==> config.mk <==
export PLATFORM = sky130hd
export DESIGN_NAME = baseline_signal_word_packer_top
export DESIGN_NICKNAME = d
export VERILOG_FILES = /design/src/rtl/blwp_pkg.sv /design/src/rtl/blwp_in_reg.sv /design/src/rtl/blwp_pack.sv /design/src/rtl/baseline_signal_word_packer_top.sv
export SDC_FILE = /design/constraint.sdc
export NUM_CORES = 1
export LEC_CHECK = 0
export ABC_AREA = 1
export BUFFER_PORTS_ARGS = -buffer_cell sky130_fd_sc_hd__buf_2
export CAP_MARGIN = 25
export CORE_MARGIN = 1.5
export CORE_UTILIZATION = 55
export DETAILED_ROUTE_END_ITERATION = 12
export PLACE_DENSITY = 0.74
export SKIP_LAST_GASP = 1
export SLEW_MARGIN = 20
export SYNTH_ARGS = -nofsm -noshare
export SYNTH_HDL_FRONTEND = slang
export SYNTH_SLANG_ARGS = --single-unit
==> constraint.sdc <==
create_clock -name clk -period 2.55 [get_ports clk]
set_clock_uncertainty 0.2 [all_clocks]
set_input_delay 0.1275 -clock clk [delete_from_list [all_inputs] [get_ports clk]]
set_output_delay 0.1275 -clock clk [all_outputs]
set_load 0.01 [all_outputs]
==> src/rtl/blwp_pkg.sv <==
// ----------------------------------------------------------------------------
// blwp_pkg
// Types and constants shared by the baseline/signal word packer.
// ----------------------------------------------------------------------------
package blwp_pkg;

  localparam int SAMPLE_W = 13;
  localparam int BL_W     = 6;
  localparam int WORD_W   = 32;
  localparam int BL_SLOTS = 5;
  localparam int SG_SLOTS = 2;

  // Word fragments, already shifted to their place in the word
  localparam logic [WORD_W-1:0] WORD_INIT  = 32'hF000_0000;
  localparam logic [WORD_W-1:0] CODE_BL5_W = 32'h4000_0000;  // code 01
  localparam logic [WORD_W-1:0] CODE_BLS_W = 32'h8000_0000;  // code 10
  localparam logic [WORD_W-1:0] CNT_ONE_W  = 32'h0100_0000;
  localparam logic [WORD_W-1:0] CNT_TWO_W  = 32'h0200_0000;
  localparam logic [WORD_W-1:0] CNT_THR_W  = 32'h0300_0000;
  localparam logic [WORD_W-1:0] CNT_FOUR_W = 32'h0400_0000;
  localparam logic [WORD_W-1:0] CODE_SG2_W = 32'h2800_0000;  // 0x0A in 31..26
  localparam logic [WORD_W-1:0] CODE_SG1_W = 32'h2C00_0000;  // 0x0B in 31..26
  localparam logic [WORD_W-1:0] SYNC_W     = 32'h0155_4000;  // 0xAAA in 25..13

  typedef struct packed {
    logic [SAMPLE_W-1:0] sample;
    logic                is_baseline;
    logic                orbit_mark;
  } blwp_in_t;

  typedef struct packed {
    logic              word_valid;
    logic [WORD_W-1:0] packed_word;
  } blwp_out_t;

  typedef enum logic [24:0] {
    ST_IDLE     = 25'h000_0001,
    ST_BL0      = 25'h000_0002,
    ST_BL1      = 25'h000_0004,
    ST_BL2      = 25'h000_0008,
    ST_BL3      = 25'h000_0010,
    ST_BL4      = 25'h000_0020,
    ST_BLX0     = 25'h000_0040,
    ST_BLX1     = 25'h000_0080,
    ST_BLX2     = 25'h000_0100,
    ST_BLX3     = 25'h000_0200,
    ST_BLX4     = 25'h000_0400,
    ST_SG0      = 25'h000_0800,
    ST_SG1      = 25'h000_1000,
    ST_SGX0     = 25'h000_2000,
    ST_SGX1     = 25'h000_4000,
    ST_ORB0     = 25'h000_8000,
    ST_ORB1     = 25'h001_0000,
    ST_ORB2     = 25'h002_0000,
    ST_ORB3     = 25'h004_0000,
    ST_ORB4     = 25'h008_0000,
    ST_ORB_SIG  = 25'h010_0000,
    ST_ORB_SIGB = 25'h020_0000,
    ST_HDR      = 25'h040_0000,
    ST_HDR_SIG  = 25'h080_0000,
    ST_HDR_BL   = 25'h100_0000
  } pack_state_t;

endpackage

==> src/rtl/blwp_in_reg.sv <==
// ----------------------------------------------------------------------------
// blwp_in_reg
// Input register stage: captures one sample word per cycle while the packer takes it.
// ----------------------------------------------------------------------------
module blwp_in_reg import blwp_pkg::*; (
  input  logic     clk,
  input  logic     rst_n,
  input  logic     in_valid,
  output logic     in_ready,
  input  blwp_in_t in_data,
  output logic     st_valid,
  input  logic     st_ready,
  output blwp_in_t st_data
);

  logic     vld_r;
  blwp_in_t data_r;

  assign in_ready = !vld_r || st_ready;
  assign st_valid = vld_r;
  assign st_data  = data_r;

  always_ff @(posedge clk) begin
    if (!rst_n) begin
      vld_r <= 1'b0;
    end else if (in_ready) begin
      vld_r <= in_valid;
    end
  end

  always_ff @(posedge clk) begin
    if (in_valid && in_ready) begin
      data_r <= in_data;
    end
  end

endmodule

==> src/rtl/blwp_pack.sv <==
// ----------------------------------------------------------------------------
// blwp_pack
// Packing state machine, sample slots and the result register.
// ----------------------------------------------------------------------------
module blwp_pack import blwp_pkg::*; (
  input  logic      clk,
  input  logic      rst_n,
  input  logic      st_valid,
  output logic      st_ready,
  input  blwp_in_t  st_data,
  output logic      out_valid,
  input  logic      out_ready,
  output blwp_out_t out_data
);

  pack_state_t       state_r, state_nxt;
  logic [BL_W-1:0]   bl_slot_r  [BL_SLOTS];
  logic [BL_W-1:0]   bl_slot_nxt[BL_SLOTS];
  logic [SAMPLE_W-1:0] sg_slot_r  [SG_SLOTS];
  logic [SAMPLE_W-1:0] sg_slot_nxt[SG_SLOTS];
  logic              flag_r, flag_nxt;
  logic [WORD_W-1:0] word_r, word_nxt;
  logic              out_valid_r;
  logic              adv;
  logic              b, o, bo, so;
  logic [BL_W-1:0]   s6;
  logic [WORD_W-1:0] five_word, pair_word;

  assign st_ready  = !out_valid_r || out_ready;
  assign adv       = st_valid && st_ready;
  assign out_valid = out_valid_r;
  assign out_data  = '{word_valid: flag_r, packed_word: word_r};

  assign b  = st_data.is_baseline;
  assign o  = st_data.orbit_mark;
  assign bo = b && !o;
  assign so = !b && !o;
  assign s6 = st_data.sample[BL_W-1:0];

  assign five_word = CODE_BL5_W | {2'b00, bl_slot_r[4], bl_slot_r[3], bl_slot_r[2],
                                   bl_slot_r[1], bl_slot_r[0]};
  assign pair_word = CODE_SG2_W | {6'd0, sg_slot_r[1], sg_slot_r[0]};

  always_comb begin
    case (state_r)
      ST_IDLE:  state_nxt = bo ? ST_BL0 : (o ? ST_HDR  : ST_SG0);
      ST_BL0:   state_nxt = bo ? ST_BL1 : (o ? ST_ORB1 : ST_BLX1);
      ST_BL1:   state_nxt = bo ? ST_BL2 : (o ? ST_ORB2 : ST_BLX2);
      ST_BL2:   state_nxt = bo ? ST_BL3 : (o ? ST_ORB3 : ST_BLX3);
      ST_BL3:   state_nxt = bo ? ST_BL4 : (o ? ST_ORB4 : ST_BLX4);
      ST_BL4:   state_nxt = bo ? ST_BL0 : (o ? ST_ORB0 : ST_BLX0);
      ST_BLX0, ST_BLX1, ST_BLX2, ST_BLX3, ST_BLX4: begin
        state_nxt = bo ? ST_SGX0 : (o ? ST_ORB_SIGB : ST_SG0);
      end
      ST_SGX0, ST_SGX1: state_nxt = so ? ST_BLX0 : (o ? ST_ORB0 : ST_BL0);
      ST_SG0:   state_nxt = so ? ST_SG1 : (o ? ST_ORB_SIG  : ST_SGX1);
      ST_SG1:   state_nxt = so ? ST_SG0 : (o ? ST_ORB_SIGB : ST_SGX0);
      ST_ORB0, ST_ORB1, ST_ORB2, ST_ORB3, ST_ORB4, ST_ORB_SIGB: begin
        state_nxt = b ? ST_HDR_BL : ST_HDR_SIG;
      end
      ST_ORB_SIG: state_nxt = ST_HDR;
      ST_HDR:     state_nxt = b ? ST_BL0  : ST_SG0;
      ST_HDR_SIG: state_nxt = b ? ST_SGX0 : ST_SG0;
      ST_HDR_BL:  state_nxt = b ? ST_BL0  : ST_BLX0;
      default:    state_nxt = ST_IDLE;
    endcase
  end

  always_comb begin
    bl_slot_nxt = bl_slot_r;
    sg_slot_nxt = sg_slot_r;
    flag_nxt    = flag_r;
    word_nxt    = word_r;
    case (state_r)
      ST_IDLE: begin
        flag_nxt = 1'b0;
        word_nxt = WORD_INIT;
      end
      ST_BL0: begin
        flag_nxt = 1'b0;
        bl_slot_nxt[1] = s6;
      end
      ST_BL1: begin
        flag_nxt = 1'b0;
        bl_slot_nxt[2] = s6;
      end
      ST_BL2: begin
        flag_nxt = 1'b0;
        bl_slot_nxt[3] = s6;
      end
      ST_BL3: begin
        flag_nxt = 1'b0;
        bl_slot_nxt[4] = s6;
      end
      ST_BL4: begin
        flag_nxt = 1'b1;
        word_nxt = five_word;
        bl_slot_nxt[0] = s6;
      end
      // short baseline words: count pattern marks how many slots are used; ST_BLX4 sends the five-slot word
      ST_BLX0: begin
        flag_nxt = 1'b1;
        word_nxt = CODE_BLS_W | CNT_ONE_W | {26'd0, bl_slot_r[0]};
        sg_slot_nxt[0] = st_data.sample;
      end
      ST_BLX1: begin
        flag_nxt = 1'b1;
        word_nxt = CODE_BLS_W | CNT_TWO_W | {20'd0, bl_slot_r[1], bl_slot_r[0]};
        sg_slot_nxt[0] = st_data.sample;
      end
      ST_BLX2: begin
        flag_nxt = 1'b1;
        word_nxt = CODE_BLS_W | CNT_THR_W |
                   {14'd0, bl_slot_r[2], bl_slot_r[1], bl_slot_r[0]};
        sg_slot_nxt[0] = st_data.sample;
      end
      ST_BLX3: begin
        flag_nxt = 1'b1;
        word_nxt = CODE_BLS_W | CNT_FOUR_W |
                   {8'd0, bl_slot_r[3], bl_slot_r[2], bl_slot_r[1], bl_slot_r[0]};
        sg_slot_nxt[0] = st_data.sample;
      end
      ST_BLX4: begin
        flag_nxt = 1'b1;
        word_nxt = five_word;
        sg_slot_nxt[0] = st_data.sample;
      end
      ST_SG0: begin
        flag_nxt = 1'b0;
        sg_slot_nxt[1] = st_data.sample;
      end
      ST_SGX0: begin
        flag_nxt = 1'b1;
        word_nxt = CODE_SG1_W | SYNC_W | {19'd0, sg_slot_r[0]};
        bl_slot_nxt[0] = s6;
      end
      ST_SG1: begin
        flag_nxt = 1'b1;
        word_nxt = pair_word;
        sg_slot_nxt[0] = st_data.sample;
      end
      ST_SGX1: begin
        flag_nxt = 1'b1;
        word_nxt = pair_word;
        bl_slot_nxt[0] = s6;
      end
      default: begin
        // orbit and header states leave the word untouched
      end
    endcase
  end

  always_ff @(posedge clk) begin
    if (!rst_n) begin
      state_r     <= ST_IDLE;
      bl_slot_r   <= '{default: '0};
      sg_slot_r   <= '{default: '0};
      flag_r      <= 1'b0;
      word_r      <= WORD_INIT;
      out_valid_r <= 1'b0;
    end else if (adv) begin
      state_r     <= state_nxt;
      bl_slot_r   <= bl_slot_nxt;
      sg_slot_r   <= sg_slot_nxt;
      flag_r      <= flag_nxt;
      word_r      <= word_nxt;
      out_valid_r <= 1'b1;
    end else if (out_ready) begin
      out_valid_r <= 1'b0;
    end
  end

endmodule

==> src/rtl/baseline_signal_word_packer_top.sv <==
// ----------------------------------------------------------------------------
// baseline_signal_word_packer_top
// Packs baseline and signal samples into 32-bit words.
// ----------------------------------------------------------------------------
// Input channel (in_valid/in_ready/in_data) takes one word per cycle while in_ready is high: a
// 13-bit sample, a baseline flag and an orbit mark. The result channel
// (out_valid/out_ready/out_data) gives exactly one word per input: the
// load flag and the packed word register as they stand after that sample.
// Orbit and header states leave both fields as they were.
// The sample passes through the input register, then the packer state and
// result register, before out_valid rises. Throughput: one sample per cycle
// while the receiver keeps out_ready high, limited only by the single state
// update per sample.
// Reset (rst_n low, synchronous) empties both stages, puts the machine in
// idle, clears all slots and the load flag, and sets the word to F0000000.
// When the receiver stalls, the result holds on out_data, the input register
// fills, and in_ready drops once both stages are full; nothing is dropped.
// ----------------------------------------------------------------------------
module baseline_signal_word_packer_top import blwp_pkg::*; (
  input  logic      clk,
  input  logic      rst_n,
  input  logic      in_valid,
  output logic      in_ready,
  input  blwp_in_t  in_data,
  output logic      out_valid,
  input  logic      out_ready,
  output blwp_out_t out_data
);

  logic     st_valid;
  logic     st_ready;
  blwp_in_t st_data;

  blwp_in_reg u_in_reg (
    .clk      (clk),
    .rst_n    (rst_n),
    .in_valid (in_valid),
    .in_ready (in_ready),
    .in_data  (in_data),
    .st_valid (st_valid),
    .st_ready (st_ready),
    .st_data  (st_data)
  );

  blwp_pack u_pack (
    .clk       (clk),
    .rst_n     (rst_n),
    .st_valid  (st_valid),
    .st_ready  (st_ready),
    .st_data   (st_data),
    .out_valid (out_valid),
    .out_ready (out_ready),
    .out_data  (out_data)
  );

endmodule

==> summary.md <==
| Metric | Value |
|---|---|
| Mapped Area | between 6000 and 7000 sq um |
| Complex-gate fraction of the synthesized area | 0.1214 |
| Sink Count | 131 |
| Post-synthesis simple-gate area fraction | 0.3795 |
| VDD IR max | 0.4349 mV |
| DIE AREA | ~12000 sq um |
| Adder-Cell Fraction of Synth Area | 0 |
| Gr ovfl total | 0 |
| H-Tree Level Count | 4 |
| Worst hold path class | in2reg |
| Drt drc | 0 |
| FP Rows | 39 |
| Drt pass-1 iters | 5 |
| Commonest non-fill, non-tap cells in the layout | nand2_1, nor2_1, dfxtp_1 |
| Outcome | finished, final reports clean |
| Sequence of cells on the critical path | nor2_2 -> nand2_2 -> nor2_8 -> nand3_1 -> nand2_1 -> nor2_2 -> nand3_4 -> nand2_8 -> nand2_1 -> a21oi_1 |
| Fin crit share | 0.9277 |
| Final setup violation count | 0 |
| Post-CTS setup buffers | 0 |
| Most common cell after layout, fill and taps aside | nand2_1 |
| Drt wl/cell | 15.38 um |
| Worst Path Arrival | 2.44 ns |
| Final core utilization | 0.6643 |
| Placer's final routability congestion estimate | 0.9506 |
| Post-synth cell types | 32 |
| Die Height | 111.5 um |
| Tmin final | between 2 and 2.5 ns |
| Clock Pin Slew Worst Setup and Hold Paths | roughly 0.060 ns |
| Mux cell area share after synthesis | 0 |
| GRT Util Overall | 0.2894 |
| Crit-path max FO | 32 |
| Post-synthesis net count | 924 |
| Final ANT Viol Nets | 0 |
| Initial antenna violation count | 0 |
| First-pass GRT wire length | 28.52 mm |
| Area Overhead vs Synth | 17.64% |
| Final WL | 17.37 mm |
| Initial Util | 0.5646 |
| Critical path type | reg2reg |
| Syn Inst Count | around 910 |
| Largest stage delay on the critical path | 0.34 ns |
| Fmax | about 0.42 GHz |
| Io pins | 54 |
| Final Max Slew Viols | 0 |
| TNS Setup | 0 ns |
| RSZ-0062 raised after global routing | no |
| Synthesized area per cell | 7.155 sq um |
| CTS tree | done |
| Layout net count | 992 |
| CP startpoint kind | flip-flop |
| Maxcap violations | 0 |
| Hpwl dp | 11.63 mm |
| Via Count | 6244 |
| Slew headroom | 0.6249 |
| Worst-margin pin slew | 0.5620 ns |
| Largest net degree at the start of global routing | slightly below 50 |
| Leakage | between 3 and 4 nW |
| DR iter-0 viols | 546 |
| Yosys warnings | 0 |
| Root buffer cell | clkbuf_16 |
| Pwr Density | about 640 nW/um^2 |
| Die X | 111.5 um |
| Layout cells sized above 1 | 0.1643 |
| CP required | 2.63 ns |
| Via density | between 5 and 6 |
| Core Area | 11470 sq um |
| Final Hold Fails | 0 |
| Antenna cells | 0 |
| Critical path's slowest cell | dfxtp_1 |
| Cts bufs inserted | 17 |
| CTS max path bufs | 2 |
| Synth Area in XOR/XNOR | 0 |
| # port buffers | 53 |
| Largest family of logic cells by synthesized area | simple AND/OR/NAND/NOR gates |
| Seq/Total Area, Yosys | 0.4282 |
| Number of global-route vias before repair | 5776 |
| Clock latency on the worst-skew pair | 0.42 ns |
| CP Capture Type | flip-flop |
| Post-synthesis register bit count | 131 |
-- sequential cells by signal, indices dropped and copies added, names as in the netlist --
register and cells:
u_in_reg.st_data 15, u_in_reg.st_valid 1, u_pack.bl_slot_r 30, u_pack.flag_r 1, u_pack.out_valid 1, u_pack.pair_word 26, u_pack.state_r 25, u_pack.word_r 32
-- cell usage after synthesis --
library cell | n | area (sq um)
inv_1 | 45 | 168.9
nor2_2 | 14 | 87.58
nor2_1 | 132 | 495.5
a21oi_1 | 87 | 435.4
nand2_2 | 8 | 50.05
buf_4 | 6 | 45.04
nand3_4 | 4 | 70.07
nor2_8 | 3 | 60.06
o21ai_0 | 64 | 320.3
buf_2 | 5 | 25.02
nand2_1 | 230 | 863.3
buf_6 | 9 | 101.4
o22ai_1 | 1 | 6.260
clkbuf_1 | 20 | 75.07
nand4_4 | 1 | 21.27
clkinv_1 | 1 | 3.750
nand2_4 | 4 | 45.04
nand3_1 | 87 | 435.4
o211ai_1 | 1 | 7.510
nand3_2 | 7 | 70.07
nor2_4 | 11 | 123.9
a21boi_0 | 1 | 7.510
clkbuf_2 | 2 | 10.01
dfxtp_1 | 116 | 2322
o21ai_2 | 1 | 8.760
buf_1 | 1 | 3.750
nand4_1 | 14 | 87.58
edfxtp_1 | 15 | 450.4
nand3b_1 | 2 | 15.01
inv_2 | 7 | 26.28
nor3_1 | 5 | 25.02
nor3b_1 | 1 | 7.510
-- worst max-delay path, delay by kind of cell (launching register included) --
| family | cells | cell delay (ns) |
|---|---|---|
| and+or+nand+nor | 9 | 1.59 |
| DFF | 1 | 0.34 |
| AOI/OAI and AO/OA | 1 | 0.09 |
-- path summary, 6_finish.rpt --
check                           cells after the start                               end                        startpoint  slack (ns)
worst max-delay path                               10    u_pack.word_r[20]$_SDFFE_PN0P_    u_pack.state_r[4]$_SDFFE_PN0P_        0.18
worst min-delay path                                3    u_pack.word_r[14]$_SDFFE_PN0P_                             rst_n        0.02
worst max register to register                     10    u_pack.word_r[20]$_SDFFE_PN0P_    u_pack.state_r[4]$_SDFFE_PN0P_        0.18
worst min register to register                      2  u_pack.bl_slot_r[8]$_SDFFE_PN0P_  u_pack.bl_slot_r[8]$_SDFFE_PN0P_        0.25
-- repair_timing --
item | 4_1_cts | 5_1_grt
gates resized for setup | 0 | 1
endpoints found under the setup margin | 0 | 32
hold buffers | 19 | 0
hold endpoints to repair | 17 | 0
-- kinds of logic after synthesis --
| kind of cell | after synthesis |
|---|---|
| flops | 131 |
| simple gates | 523 |
| compound gates | 155 |
| buf+inv | 96 |
-- power breakdown --
part / switching (W) / internal, W / total, W / leakage (nW)
Combinational: 0.000188 / 0.0000872 / 0.000276 / 1.79
Clock: 0.000905 / 0.00153 / 0.00244 / 0.293
Sequential: 0.0000340 / 0.00211 / 0.00215 / 1.08
-- cell type report --
cell class	instances	area, sq um
clock buffers	26	530.5
clock inverters	6	66.31
fillers	995	3850
inverters	53	198.9
multi-input cells	678	3252
flip-flops and latches	131	2773
well taps	143	178.9
repair buffers	92	618.1
-- metal layers --
layer	GRT usage	vias up	wire length, um
li1	-	3107	-
met1	0.3943	2834	7801
met2	0.4462	262	7536
met3	0.07186	41	1535
met4	0.1097	0	493
met5	0	-	0
-- through the flow --
step	hold slack, ns	power (W)	cell area (sq um)	std cells	setup slack, ns
global placement	0.1034	0.002431	6822	1078	0.2163
floorplan	0.02637	0.002362	6475	905	0.6374
finish	0.01570	0.004860	7617	1129	0.1844
CTS	0.01154	0.004864	7609	1129	0.1165
global route	0.05250	0.004992	7617	1129	0.005362
detailed placement	0.1056	0.002434	6822	1078	0.1507
Power figures use the tool's default switching activity.
